`config.mk`:
```
export PLATFORM = sky130hd
export DESIGN_NAME = ogud_fifo
export DESIGN_NICKNAME = d
export VERILOG_FILES = /design/src/design/ogud_fifo.sv
export SDC_FILE = /design/constraint.sdc
export NUM_CORES = 1
export LEC_CHECK = 0
export BUFFER_PORTS_ARGS = -buffer_cell sky130_fd_sc_hd__buf_2
export CORE_MARGIN = 2
export CORE_UTILIZATION = 44
export DETAILED_ROUTE_END_ITERATION = 6
export GPL_ROUTABILITY_DRIVEN = 0
export PLACE_DENSITY = 0.74
export SLEW_MARGIN = 0
export SYNTH_ARGS = -nofsm -noshare
export SYNTH_HDL_FRONTEND = slang
export SYNTH_SLANG_ARGS = --single-unit
```
`constraint.sdc`:
```
create_clock -name clk -period 1.6 [get_ports clk]
set_input_delay 0.16 -clock clk [delete_from_list [all_inputs] [get_ports clk]]
set_output_delay 0.16 -clock clk [all_outputs]
set_load 0.1 [all_outputs]
```
`src/design/ogud_fifo.sv`:
```
// Small register queue used between front end, back end and result port.
module ogud_fifo #(
  parameter int W     = 8,
  parameter int DEPTH = 2
) (
  input  logic         clk,
  input  logic         rst,
  input  logic         wr_en,
  input  logic [W-1:0] wr_data,
  output logic         full,
  input  logic         rd_en,
  output logic [W-1:0] rd_data,
  output logic         empty
);

  localparam int PW    = (DEPTH > 1) ? $clog2(DEPTH) : 1;
  localparam int CNT_W = $clog2(DEPTH + 1);

  logic [W-1:0]     slots [DEPTH];
  logic [PW-1:0]    rd_ptr;
  logic [PW-1:0]    wr_ptr;
  logic [CNT_W-1:0] count;
  logic             do_wr;
  logic             do_rd;

  assign full    = (count == CNT_W'(DEPTH));
  assign empty   = (count == '0);
  assign do_wr   = wr_en && !full;
  assign do_rd   = rd_en && !empty;
  assign rd_data = slots[rd_ptr];

  // pointers and fill count
  always_ff @(posedge clk) begin
    if (rst) begin
      rd_ptr <= '0;
      wr_ptr <= '0;
      count  <= '0;
    end else begin
      if (do_wr) begin
        wr_ptr <= (wr_ptr == PW'(DEPTH - 1)) ? '0 : wr_ptr + 1'b1;
      end
      if (do_rd) begin
        rd_ptr <= (rd_ptr == PW'(DEPTH - 1)) ? '0 : rd_ptr + 1'b1;
      end
      if (do_wr && !do_rd) begin
        count <= count + 1'b1;
      end else if (do_rd && !do_wr) begin
        count <= count - 1'b1;
      end
    end
  end

  // storage
  always_ff @(posedge clk) begin
    if (do_wr) begin
      slots[wr_ptr] <= wr_data;
    end
  end

endmodule

```
Word level (Yosys, flattened, before mapping)
Memories as Yosys holds them, arrays and structs flattened. A register that Yosys moved wholly into a read port is not among the register bits. Index checks and enable logic that the tools add are counted. W data, S select, Z words.

Bits in registers: 4. RAM bits: 16. Input bits: 12. Output and inout port bits: 10. Word-level logic and storage cells: 27. Memories: 1.

Memory list: slots (words 2, width 8, read ports 1, clocked after Yosys merged registers in 1, write ports 1, line 19) `logic [W-1:0] slots [DEPTH];`.

$add $sub $neg: 4. Eq/ne operators: 1. Mux-type cells: 8. Reductions and logical operators: 10.

Operator list (count): $mux W1 (6); $logic_and A1 B1 Y1 (4); $logic_not A1 Y1 (4); $mux W2 (2); $add A1 B1 Y1 const B (2); $add A2 B1 Y2 const B (1); $eq A2 B2 Y1 const B (1); $logic_not A2 Y1 (1); $reduce_bool A2 Y1 (1); $sub A2 B1 Y2 const B (1).

Logic depth before layout (Yosys ltp)
Depth after elaboration: 7. Mapped depth: 6. Gate-level depth less buffers: 6.

Worst setup path after synthesis
No wires, ideal clock.

Kind: register to register. Start point: register count[1]. End point: register count[1]. Setup time: 0.070 ns. Arrival: 2.165 ns. Required time: 1.530 ns. Setup slack: -0.635 ns. Cell stages (with the launch flop): 6. Path buffers: 0. Period minus slack after synthesis: 2.235 ns. Cells stage by stage: dfxtp_1 -> nor2b_2 -> nor2_1 -> ha_1 -> or3_1 -> a21oi_1.

Word-level cells in the longest chain between the ends: 6. Elaborated cells on any way between the ends: 15. Classes of those cells: add/sub (2); eq/ne (1); mux (2); reduce/logical (10).

RTL lines: start, declared (line 22) `logic [CNT_W-1:0] count;`; start signal, assigned (line 46) `count <= count + 1'b1;`; start signal, assigned (line 48) `count <= count - 1'b1;`; $eq A2 B2 Y1 * (line 26) `assign full = (count == CNT_W'(DEPTH));`; named net full (line 10) `output logic full,`; $logic_not A1 Y1 * (line 28) `assign do_wr = wr_en && !full;`; $logic_and A1 B1 Y1 * (line 28); $logic_not A1 Y1 (line 47) `end else if (do_rd && !do_wr) begin`; $logic_and A1 B1 Y1 (line 47); $reduce_bool A2 Y1 (no source line).

Mark *: on every way through the listed nets, which the timed path passes. The rest lies on a longest branch. The select of a mux whose other input is x is not followed. A chain may end at the register's enable or synchronous reset.

==> results.env <==
WORST_SLEW_MARGIN_REL_PCT=67.7
HP-CLASS='input pin to flip-flop'
FIN_AREA_UM2=965
ENDPOINT_KIND='primary output'
SYNTH.YOSYS.WARNINGS=0
FIRST_GLOBAL_VIAS=422
WORST_PATH_MAX_DELAY_CELL='dfxtp_4'
INITIALDRTVIOLATIONCOUNT=3
CRITICAL_PATH.REG2REG.ENDPOINT='count[1]'
CLK_ROOT_BUFFER_CELL='clkbuf_4'
TIMING.FINAL.HOLD_VIOLATIONS=0
NUMBER_OF_PLACED_I_O_PINS=22
FINAL.SETUP_SKEW_PS=2.53
CRITICALPATHCATEGORY='flip-flop to primary output'
VIAS=455
HOLD_BUFFERS=0
MET3ROUTEDLENGTH_UM=78
WORSTPATHCELLLIST='mux2_2, buf_2'
LAYOUT-AREA-OVERHEAD-VS-SYNTH_PCT=21.6
AVGROUTEDWIREPERCELL_UM=11.4
REG2REG_SETUP_SLACK_PS=130
FIN_CRIT_SH_PCT=93.7
SYN_AREA_UM2=793
SYNTH_SEQ_CELLS=21
DR.PASS1.ITERS=4
PERIOD_NEEDED_PS=1500
WORST_SKEW_PAIR.LATE_LATENCY_PS=290
HIGHEST_LAYER='met4'
DIE_W_UM=46.5
POSTCTSSETUPREPAIRBUFS=0
PLACEMENT.CELL_AREA_UM2=932
SYN-MEAN-INSTANCE-AREA_UM2=15.9
WORSTREG2REGSTART='count[1]'
CRITPATHMAXSTAGEDELAY_PS=420
GRT_START_MAX_NET_PINS=12
GRT.TOTAL_USAGE_PCT=12.5
DETAIL_ROUTE.WIRELENGTH_MM=1.13
DRCVIOLATIONCOUNT=0
TIMING_WORST_SLEW_PIN_VALUE_PS=488
WORST-PATH-MAX-FANOUT=8
HOLD_PATH_DEPTH=1
ANTENNA_FOUND_INITIAL=0
CP_DATA_REQUIRED_TIME_PS=1440
CLOCK_SINKS=21
CRITICAL_PATH_ARRIVAL_PS=1340
MET1WIRELENGTH_UM=488
CTSHTREEMAXLEVEL=1
COREAREA_MM2=0.00171
FINAL_LAYOUT_SIZE_SUFFIX_GT1_SHARE_PCT=48.6
MAX_FREQ_GHz=0.667
FINAL_CELLS=99
TRITONCTS_CLOCK_TREE='done'
CTS_MADE_BUFFERS=3
NUMPLACEDINSTANCES=95
ENDPOINT='rd_data[1]'
RESULT_OF_THE_RUN='completed'
WORST-PATH-STAGES=2
SYNTH.YOSYS.SEQ_AREA_SHARE_PCT=73.2
TOTALNEGATIVESETUPSLACK_PS=0
HPWL_UM=842
FINAL_NET_COUNT=88
CELLS_AFTER_SYNTHESIS=50
WORST_PATH_DOMINANT_CELL_FAMILY='flip-flops'
DETAIL-ROUTE-ANTENNA-NETS=0
SETUP_VIOL=0
FF2FF_PATH_DEPTH=5
DIE_AREA_MM2=0.00216
PLACEMENT.IO_BUFFERS=21
UNREPAIRED_SETUP_ENDPOINTS_AFTER_GLOBAL_ROUTING='false'
SYN-NUM-NETS=63
CLK_PIN_SLEW_WORST_PATHS_PS=100
INITIAL_UTILIZATION_PCT=46.4
CRITPATHBUFINV=1
VIASPERCELL=4.60
WIRE_LENGTH_OF_THE_FIRST_GLOBAL_ROUTING_PASS_MM=1.72
MAXIMUM_COUNT_OF_CLOCK_BUFFERS_ALONG_A_SINGLE_PATH=2
FINAL_MAX_SLEW_VIOL_COUNT=0
STARTPOINT_TYPE='flip-flop'
DIE_HEIGHT_UM=46.5
FP-ROW-COUNT=15
SYNTH_CELL_TYPE_COUNT=13
MAXCAPVIOLCOUNT=0
ANTENNA-DIODE-COUNT=0
GRT-OVFL-TOTAL=0
ROUTED-WL-MET2_UM=548
metrics by stage:
step | utilization, % | hold WS [ps] | worst slack (ps)
final | 56.5 | 54.9 | 101
after global routing | 56.5 | 27.1 | 19.5
after CTS | 56.2 | 41.9 | 23.7
after detailed placement | 54.6 | 353 | 74.9
after global placement | 54.6 | 349 | 166
after floorplan | - | 222 | -270
what timing repair did:
| item | 4_1_cts | 5_1_grt |
|---|---|---|
| gates resized for setup | 1 | 3 |
| endpoints found under the setup margin | 8 | 9 |
| pin swaps | 0 | 0 |
flip-flops by register name, summed over array words and instances (netlist names), named ones only:
name,cells
wr_ptr,1
count,2
rd_ptr,1
slots,16
layout make-up:
cell class / instances / area [µm²]
inverter: 2 / 7.51
timing repair buffer: 21 / 108
multi-input combinational: 26 / 205
sequential: 21 / 587
fill: 154 / 743
tap: 25 / 31.3
clock buffer: 4 / 26.3
layout by cell type (no fill, tap or decap):
cell	instances
buf_2	20
edfxtp_1	16
mux2_2	8
nor2_1	5
clkbuf_4	4
xor2_1	3
inv_1	2
or3_1	2
o21ai_0	2
a21oi_1	2
dfxtp_2	2
dfxtp_1	2
nor2b_4	1
and2_1	1
o21ai_1	1
ha_1	1
dfxtp_4	1
clkbuf_1	1
logic make-up after synthesis:
family	Yosys count	share of synthesized area, %
compound gates	5	3.15
xor+xnor	3	3.31
fa+ha+maj	1	1.58
buf+inv	3	1.58
flops	21	73.2
mux	8	11.4
simple gates	9	5.84
cell usage after synthesis (all sizes together):
| cell type | count | area [µm²] |
|---|---|---|
| edfxtp | 16 | 480 |
| mux2 | 8 | 90.1 |
| dfxtp | 5 | 100 |
| nor2 | 5 | 18.8 |
| o21ai | 3 | 15.0 |
| xor2 | 3 | 26.3 |
| a21oi | 2 | 10.0 |
| inv | 2 | 7.51 |
| or3 | 2 | 12.5 |
| and2 | 1 | 6.26 |
| buf | 1 | 5.00 |
| ha | 1 | 12.5 |
| nor2b | 1 | 8.76 |
worst min path at each step:
stage	startpoint	to	slack (ps)
floorplan	rst	count[1]	220
finish	wr_data[1]	slots[1][1]	50
CTS	wr_data[1]	slots[1][1]	40
global placement	wr_data[1]	slots[0][1]	350
detailed placement	wr_data[1]	slots[1][1]	350
global route	wr_data[1]	slots[1][1]	30
per-layer routing:
layer / track usage (%) / vias to the layer above
met5: 0 / -
met4: 10.3 / 0
met3: 4.71 / 2
met2: 19.7 / 15
met1: 12.9 / 209
li1: - / 229
Power is left out: the tool's default activity adds up to more than one toggle a clock period on the data nets, which glitch-free logic cannot reach.
