`src/design/ogud_pkg.sv`:
```
// Shared types, constants and defaults for the occupancy grid update and decay unit.
package ogud_pkg;

  // Default grid dimensions
  localparam int GRID_X_DEF = 256;
  localparam int GRID_Y_DEF = 256;

  // Cell index width covers the largest supported grid (4096 cells per axis)
  localparam int IDX_W  = 12;
  // Width of a clamped in-use size (0..4096)
  localparam int USED_W = 13;

  // Depth of the command and result queues
  localparam int QUEUE_DEPTH = 2;

  // Configuration register indexes
  localparam int CFG_IDX_W = 3;
  localparam logic [CFG_IDX_W-1:0] REG_ORIGIN_X      = 3'd0;
  localparam logic [CFG_IDX_W-1:0] REG_ORIGIN_Y      = 3'd1;
  localparam logic [CFG_IDX_W-1:0] REG_INV_CELL_EDGE = 3'd2;
  localparam logic [CFG_IDX_W-1:0] REG_CELL_EDGE     = 3'd3;
  localparam logic [CFG_IDX_W-1:0] REG_SIZE_X        = 3'd4;
  localparam logic [CFG_IDX_W-1:0] REG_SIZE_Y        = 3'd5;

  // Register reset values
  localparam logic [31:0] INV_CELL_EDGE_RST = 32'd655360;
  localparam logic [31:0] CELL_EDGE_RST     = 32'd6554;
  localparam logic [8:0]  SIZE_RST          = 9'd256;

  // Request type codes
  localparam logic [1:0] REQ_STATIC = 2'd0;
  localparam logic [1:0] REQ_DECAY  = 2'd1;
  localparam logic [1:0] REQ_LASER  = 2'd2;

  // Classified command kinds
  typedef enum logic [1:0] {
    K_NONE,
    K_STATIC,
    K_DECAY,
    K_LASER
  } kind_t;

  // Command from front to back end
  typedef struct packed {
    kind_t            kind;
    logic [IDX_W-1:0] ix;
    logic [IDX_W-1:0] iy;
  } cmd_t;

  // Result item
  typedef struct packed {
    logic               new_obstacle;
    logic signed [31:0] centre_x;
    logic signed [31:0] centre_y;
  } res_t;

endpackage

```
`src/design/ogud_front.sv`:
```
// Front end: accepts requests, bins laser points into cells and classifies commands.
module ogud_front (
  input  logic                        clk,
  input  logic                        rst,
  input  logic                        push,
  output logic                        full,
  input  logic [1:0]                  req_type,
  input  logic signed [31:0]          point_x,
  input  logic signed [31:0]          point_y,
  input  logic [7:0]                  cell_x,
  input  logic [7:0]                  cell_y,
  input  logic signed [31:0]          origin_x,
  input  logic signed [31:0]          origin_y,
  input  logic [31:0]                 inv_cell_edge,
  input  logic [ogud_pkg::USED_W-1:0] ux,
  input  logic [ogud_pkg::USED_W-1:0] uy,
  input  logic                        clear_busy,
  input  logic                        cmd_full,
  output logic                        cmd_push,
  output ogud_pkg::cmd_t              cmd
);

  typedef enum logic [2:0] {
    S_IDLE,
    S_MUL_X,
    S_MUL_Y,
    S_CHECK,
    S_PUSH
  } state_t;

  state_t             state;
  logic signed [32:0] dx;
  logic signed [32:0] dy;
  logic [63:0]        prod;
  logic [31:0]        ix_q;
  ogud_pkg::cmd_t     cmd_q;

  logic signed [32:0] dx_next;
  logic signed [32:0] dy_next;
  logic [31:0]        mul_a;
  logic [63:0]        prod_next;
  logic [31:0]        iy_w;
  logic               accept;
  logic               static_ok;
  logic               laser_ok;

  assign full     = (state != S_IDLE) || clear_busy;
  assign accept   = push && !full;
  assign cmd_push = (state == S_PUSH) && !cmd_full;
  assign cmd      = cmd_q;

  // offsets from the origin, exact in 33 bits
  assign dx_next = {point_x[31], point_x} - {origin_x[31], origin_x};
  assign dy_next = {point_y[31], point_y} - {origin_y[31], origin_y};

  // one shared 32x32 multiplier, x axis then y axis
  assign mul_a     = (state == S_MUL_X) ? dx[31:0] : dy[31:0];
  assign prod_next = {32'd0, mul_a} * {32'd0, inv_cell_edge};
  assign iy_w      = prod[63:32];

  assign static_ok = ({5'd0, cell_x} < ux) && ({5'd0, cell_y} < uy);
  assign laser_ok  = !dx[32] && (dx != '0) && !dy[32] && (dy != '0) &&
                     (ix_q != '0) && (iy_w != '0) &&
                     (ix_q < 32'(ux)) && (iy_w < 32'(uy));

  // sequencer
  always_ff @(posedge clk) begin
    if (rst) begin
      state <= S_IDLE;
    end else begin
      unique case (state)
        S_IDLE: begin
          if (accept) begin
            dx       <= dx_next;
            dy       <= dy_next;
            cmd_q.ix <= ogud_pkg::IDX_W'(cell_x);
            cmd_q.iy <= ogud_pkg::IDX_W'(cell_y);
            unique case (req_type)
              ogud_pkg::REQ_STATIC: begin
                cmd_q.kind <= static_ok ? ogud_pkg::K_STATIC : ogud_pkg::K_NONE;
                state      <= S_PUSH;
              end
              ogud_pkg::REQ_DECAY: begin
                cmd_q.kind <= ogud_pkg::K_DECAY;
                state      <= S_PUSH;
              end
              ogud_pkg::REQ_LASER: begin
                state <= S_MUL_X;
              end
              default: begin
                cmd_q.kind <= ogud_pkg::K_NONE;
                state      <= S_PUSH;
              end
            endcase
          end
        end
        S_MUL_X: begin
          prod  <= prod_next;
          state <= S_MUL_Y;
        end
        S_MUL_Y: begin
          ix_q  <= prod[63:32];
          prod  <= prod_next;
          state <= S_CHECK;
        end
        S_CHECK: begin
          cmd_q.kind <= laser_ok ? ogud_pkg::K_LASER : ogud_pkg::K_NONE;
          cmd_q.ix   <= ix_q[ogud_pkg::IDX_W-1:0];
          cmd_q.iy   <= iy_w[ogud_pkg::IDX_W-1:0];
          state      <= S_PUSH;
        end
        S_PUSH: begin
          if (!cmd_full) begin
            state <= S_IDLE;
          end
        end
        default: state <= S_IDLE;
      endcase
    end
  end

endmodule

```
`config.mk`:
```
export PLATFORM = sky130hd
export DESIGN_NAME = ogud_front
export DESIGN_NICKNAME = d
export VERILOG_FILES = /design/src/design/ogud_pkg.sv /design/src/design/ogud_front.sv
export SDC_FILE = /design/constraint.sdc
export NUM_CORES = 2
export LEC_CHECK = 0
export ABC_AREA = 0
export BUFFER_PORTS_ARGS = -buffer_cell sky130_fd_sc_hd__buf_4
export CORE_MARGIN = 2
export CORE_UTILIZATION = 35
export CTS_BUF_LIST = sky130_fd_sc_hd__clkbuf_16
export CTS_CLUSTER_SIZE = 20
export DETAILED_ROUTE_END_ITERATION = 8
export GPL_TIMING_DRIVEN = 0
export PLACE_DENSITY = 0.6
export SLEW_MARGIN = 15
export SYNTH_ARGS = -nofsm -noshare
export SYNTH_HDL_FRONTEND = slang
export SYNTH_SLANG_ARGS = --single-unit
```
`constraint.sdc`:
```
create_clock -name clk -period 15.2 [get_ports clk]
set_input_delay 0.76 -clock clk [delete_from_list [all_inputs] [get_ports clk]]
set_output_delay 0.76 -clock clk [all_outputs]
set_load 0.05 [all_outputs]
```
After elaboration in Yosys (flattened, before gate mapping)
Index checks and enable logic that the tools add are counted.
{"block": "totals", "input_bits": 209, "output_inout_bits": 28, "regBits": 191}
{"block": "op_classes", "eq_ne": 9, "n_lt_le_gt_ge": 4, "n_reduce_logical": 30, "mul": 1, "addsub": 2, "n_mux": 10, "bitwise_logic": 1}
{"operator": "33-bit nonzero test", "count": 2}
{"operator": "32-bit by 32-bit subtractor with 33-bit output", "count": 2}
{"operator": "32-bit by 13-bit < comparator with 1-bit output", "count": 2}
{"operator": "32-bit by 32-bit multiplier with 64-bit output", "count": 1}
{"operator": "32-bit nonzero test", "count": 2}
{"operator": "26-bit one-hot mux with 2 select lines", "count": 1}
{"operator": "32-bit 2-to-1 mux", "count": 1}
{"operator": "8-bit by 13-bit < comparator with 1-bit output", "count": 2}
{"operator": "26-bit 2-to-1 mux", "count": 1}
{"operator": "3-bit one-hot mux with 5 select lines", "count": 1}
{"operator": "1-bit logical AND", "count": 10}
{"operator": "3-bit 2-to-1 mux", "count": 3}
{"operator": "3-bit by 2-bit equality test with 1-bit output (second input constant)", "count": 2}
{"operator": "2-bit inequality test (second input constant)", "count": 3}
{"operator": "2-bit one-hot mux with 3 select lines", "count": 1}
{"operator": "2-bit AND reduction", "count": 3}
{"operator": "3-bit AND reduction", "count": 2}
{"operator": "1-bit zero test", "count": 4}
{"operator": "4-bit AND reduction", "count": 1}
{"operator": "3-bit by 1-bit equality test with 1-bit output (second input constant)", "count": 1}
{"operator": "3-bit equality test (second input constant)", "count": 1}
{"operator": "3-bit zero test", "count": 1}
{"operator": "3-bit nonzero test", "count": 1}
{"operator": "2-bit by 1-bit equality test with 1-bit output (second input constant)", "count": 1}
{"operator": "other kinds (8)", "count": 8}

Depth between registers and ports, before layout
{"block": "logic_depth", "depth_word": 10, "ltp_mapped": 34, "mapped_depth_nobuf": 30}

Least setup slack after synthesis
Ideal clock, no wire load.
{"block": "synth_path", "path_kind": "register to register", "startpoint": "reg state[2]", "endpoint": "reg prod[50] (data pin)", "stages_incl_launch_ff": 30, "path_slack_ns": 7.151, "n_path_buf": 4, "period_less_slack_ns": 8.049, "arrival_ns": 7.789, "cell_sequence": "dfxtp_1 > buf_4 > nor3b_2 > buf_6 > clkbuf_1 > mux2_2 > clkbuf_1 > and2_1 > fa_1 > fa_1 > inv_1 > fa_1 > fa_1 > inv_1 > fa_1 > fa_1 > fa_1 > inv_1 > fa_1 > inv_1 > ha_1 > and3_1 > nand4_1 > nor2_1 > a221oi_1 > o21a_1 > o31ai_4 > a41o_1 > a221oi_2 > xnor2_1"}
{"block": "synth_between", "elab_chain_len": 3}
{"item": "start, declared", "line_no": "ogud_front.sv:31", "text": "state_t state;"}
{"item": "start signal, assigned", "line_no": "ogud_front.sv:69", "text": "state <= S_IDLE;"}
{"item": "start signal, assigned", "line_no": "ogud_front.sv:81", "text": "state <= S_PUSH;"}
{"item": "start signal, assigned", "line_no": "ogud_front.sv:85", "text": "state <= S_PUSH;"}
{"item": "3-bit by 1-bit equality test with 1-bit output", "line_no": "ogud_front.sv:57", "text": "assign mul_a = (state == S_MUL_X) ? dx[31:0] : dy[31:0];"}
{"item": "32-bit 2-to-1 mux", "line_no": "ogud_front.sv:57"}
{"item": "32-bit by 32-bit multiplier with 64-bit output", "line_no": "ogud_front.sv:58", "text": "assign prod_next = {32'd0, mul_a} * {32'd0, inv_cell_edge};"}
{"item": "via prod_next[50]", "line_no": "ogud_front.sv:41", "text": "logic [63:0] prod_next;"}
{"item": "end signal, assigned", "line_no": "ogud_front.sv:98", "text": "prod <= prod_next;"}
{"item": "end signal, assigned", "line_no": "ogud_front.sv:103", "text": "prod <= prod_next;"}
{"item": "end, declared", "line_no": "ogud_front.sv:34", "text": "logic [63:0] prod;"}
The timed path passes the listed nets, and every way through them passes these cells.
A chain may end at the register's enable or synchronous reset.

Worst setup path in the final report
{"block": "layout_path", "startpoint": "reg state[2]", "endpoint": "reg prod[54] (data pin)"}
The elaborated chain is that of the path after synthesis.

==> impl_metrics.py <==
metrics = {
    "global_route": {
        "grt_pass1_vias": 34467,
        "grt_max_degree": 35,
        "grt_pass1_wl_mm": 233,
        "grt_usage": 0.260,
        "grt_overflow_total": 0,
        "antenna_found_initial": 28,
    },
    "worst_setup_path": {
        "crit_family": "adder cells",
        "cp_common_cell": "fa_1",
        "r2r-start": "state[2]$_SDFFE_PP0P_",
        "arrival_ps": 11510,
        "cp.required_ps": 15400,
        "start_kind": "flip-flop",
        "crit_path_top_delay_cell": "clkbuf_1",
        "cp-endpoint": "prod[54]$_DFFE_PP_",
        "r2r_cells": 32,
        "cp-startpoint": "state[2]$_SDFFE_PP0P_",
        "r2r-end": "prod[54]$_DFFE_PP_",
        "crit_buf_inv": 11,
        "path_depth": 32,
        "rrSetupSlack_ps": 3890,
        "critPathMaxFanout": 10,
        "slowest_delay_ps": 880,
        "cp-end-kind": "flip-flop",
        "crit_type": "flip-flop to flip-flop",
    },
    "synthesis": {
        "synth_enable_flop_cells": 156,
        "synth_compound_area_frac": 0.0564,
        "ys.flop_type": "edfxtp_1",
        "synth_top_family_by_area": "adder cells",
        "ys_seq_area_frac": 0.112,
        "synth_mux_area_frac": 0.0133,
        "async_reset_ff_frac": 0,
        "syn_area_sq_mm": 0.0424,
        "ys_ff_latch": 159,
        "avgSynthCellArea_sq_um": 9.51,
        "yosysWarnings": 0,
        "synth_fa_ha_area_frac": 0.531,
        "ys_types": 69,
        "synth_cells": 4455,
        "synth_nets": 5923,
        "synth_simple_gate_area_frac": 0.164,
        "yosys.area_share.xor_xnor": 0.0174,
    },
    "placed_design": {
        "place.port_buffers": 236,
        "place_congestion": 1.05,
        "dp_hpwl_mm": 135,
    },
    "floorplanning": {
        "fp.coreArea_sq_mm": 0.120,
        "start_util": 0.353,
        "die-area_sq_mm": 0.124,
        "row_count": 127,
        "ios": 237,
        "die_h_um": 352,
        "die_x_um": 352,
    },
    "clock_network": {
        "cts_buffers": 17,
        "cts_hold_buf": 0,
        "cts_tree": "yes",
        "clkTransAtPathRegs_ps": 70,
        "cts_root_buffer": "clkbuf_16",
        "clkLatencyLatePin_ps": 460,
        "htreeDepth": 4,
        "postCtsSetupBuffers": 0,
        "cts_resized": 0,
        "clockBufferDepth": 2,
        "clock_sinks": 159,
    },
    "finish": {
        "multi_input_area_sq_mm": 0.0332,
        "drive_gt1_frac": 0.0725,
        "finalCoreUtilization": 0.391,
        "layout_common_cells": "inv_1 (993), fa_1 (897), and2_1 (614)",
        "fillers": 12180,
        "finalNetCount": 6185,
        "areaGrowthSynthToFinish_pct": 10.6,
        "final_common_cell": "inv_1",
        "seqCellArea_sq_mm": 0.00474,
    },
    "routing": {
        "wl_per_cell_um": 25.2,
        "drt_iter0_drc": 3040,
        "dr.pass1.iters": 8,
        "avgViaCountPerCell": 5.16,
        "routed_wl_mm": 160,
        "vias": 32783,
        "ant_nets": 0,
        "drc": 0,
    },
    "sta": {
        "tightest_slew_ps": 1280,
        "post-route-min-period_ps": 11310,
        "rsz0062_at_grt": "no",
        "fmax_mhz": 88.4,
        "slew_violations": 0,
        "slew_headroom": 0.123,
        "tns_ps": 0,
        "hold_violations": 0,
        "finClkSkew_ps": 14.2,
        "finalCritPeriodShare": 0.744,
        "finalSetupViolations": 0,
    },
    "min_path": {
        "hold_path_class": "flip-flop to flip-flop",
    },
    "run_status": {
        "outcome": "finished clean",
    },
    "run": {
        "drv_cap": 0,
    },
}
through the flow:
step	std cells	setup slack, ps	area (sq um)	hold WS, ps
floorplan	4455	7150	42400	417
detailed placement	6310	3950	46200	438
global route	6344	3590	46900	474
CTS	6342	3950	46800	447
global placement	6303	4010	46200	430
finish	6351	3890	46900	451
area by class of cell:
type	instances	area share
timing repair buffer	243	0.0390
sequential	159	0.101
clock buffer	17	0.00908
clock inverter	15	0.00374
tap	1612	0.0430
antenna	9	0.000480
inverter	993	0.0795
buffer	204	0.0166
multi-input combinational	3099	0.707
cells in the mapped netlist (all sizes together) (4+ instances only):
cell | count | share of area
inv | 993 | 0.088
fa | 897 | 0.42
and2 | 615 | 0.091
nand2 | 495 | 0.044
ha | 362 | 0.11
clkbuf | 202 | 0.018
edfxtp | 156 | 0.11
a21oi | 107 | 0.013
a21o | 74 | 0.013
nor2 | 68 | 0.0060
o21ai | 58 | 0.0069
xnor2 | 53 | 0.011
mux2 | 49 | 0.013
nor4 | 38 | 0.0056
xor2 | 31 | 0.0064
nand4 | 24 | 0.0035
o21a | 22 | 0.0039
nand2b | 21 | 0.0031
nand3 | 21 | 0.0025
nor3 | 20 | 0.0024
a211oi | 14 | 0.0025
nor2b | 13 | 0.0019
a31oi | 11 | 0.0016
and3 | 11 | 0.0016
o21bai | 11 | 0.0019
o31ai | 10 | 0.0021
o211ai | 8 | 0.0014
a2111oi | 6 | 0.0012
o2111ai | 6 | 0.0012
or2 | 5 | 0.00074
a211o | 4 | 0.00083
a21boi | 4 | 0.00071
layer usage:
layer	global-route usage	routed length, um	vias to the layer above
li1	-	-	14034
met1	0.339	63200	16806
met2	0.413	72500	1602
met3	0.0482	14600	335
met4	0.133	9600	6
met5	0	40	-
cells by family (layout without fill, tap and decap cells):
| group | Yosys count | in the layout |
|---|---|---|
| AO/OA/AOI/OAI | 363 | 363 |
| XOR/XNOR | 84 | 84 |
| adder cells (fa/ha/maj) | 1259 | 1259 |
| buffers and inverters | 1197 | 1472 |
| flip-flops | 159 | 159 |
| multiplexers | 50 | 50 |
| other | 0 | 9 |
| AND/OR/NAND/NOR | 1343 | 1343 |
sequential cells by signal, indices dropped and copies added (netlist names):
| register | cells |
|---|---|
| dx | 33 |
| dy | 33 |
| ix_q | 32 |
| prod | 32 |
| cmd | 26 |
| state | 3 |
how the worst min path moves through the flow:
stage,startpoint,endpoint,cells past startpoint
after floorplan,prod[53]$_DFFE_PP_,ix_q[21]$_DFFE_PP_,0
after global placement,prod[55]$_DFFE_PP_,ix_q[23]$_DFFE_PP_,0
after detailed placement,prod[52]$_DFFE_PP_,ix_q[20]$_DFFE_PP_,0
after CTS,prod[51]$_DFFE_PP_,ix_q[19]$_DFFE_PP_,0
after global routing,prod[62]$_DFFE_PP_,ix_q[30]$_DFFE_PP_,0
final,prod[51]$_DFFE_PP_,ix_q[19]$_DFFE_PP_,0
Power is not shown: default switching activity piles up to over one toggle a cycle in this logic, so the estimate is an artifact.
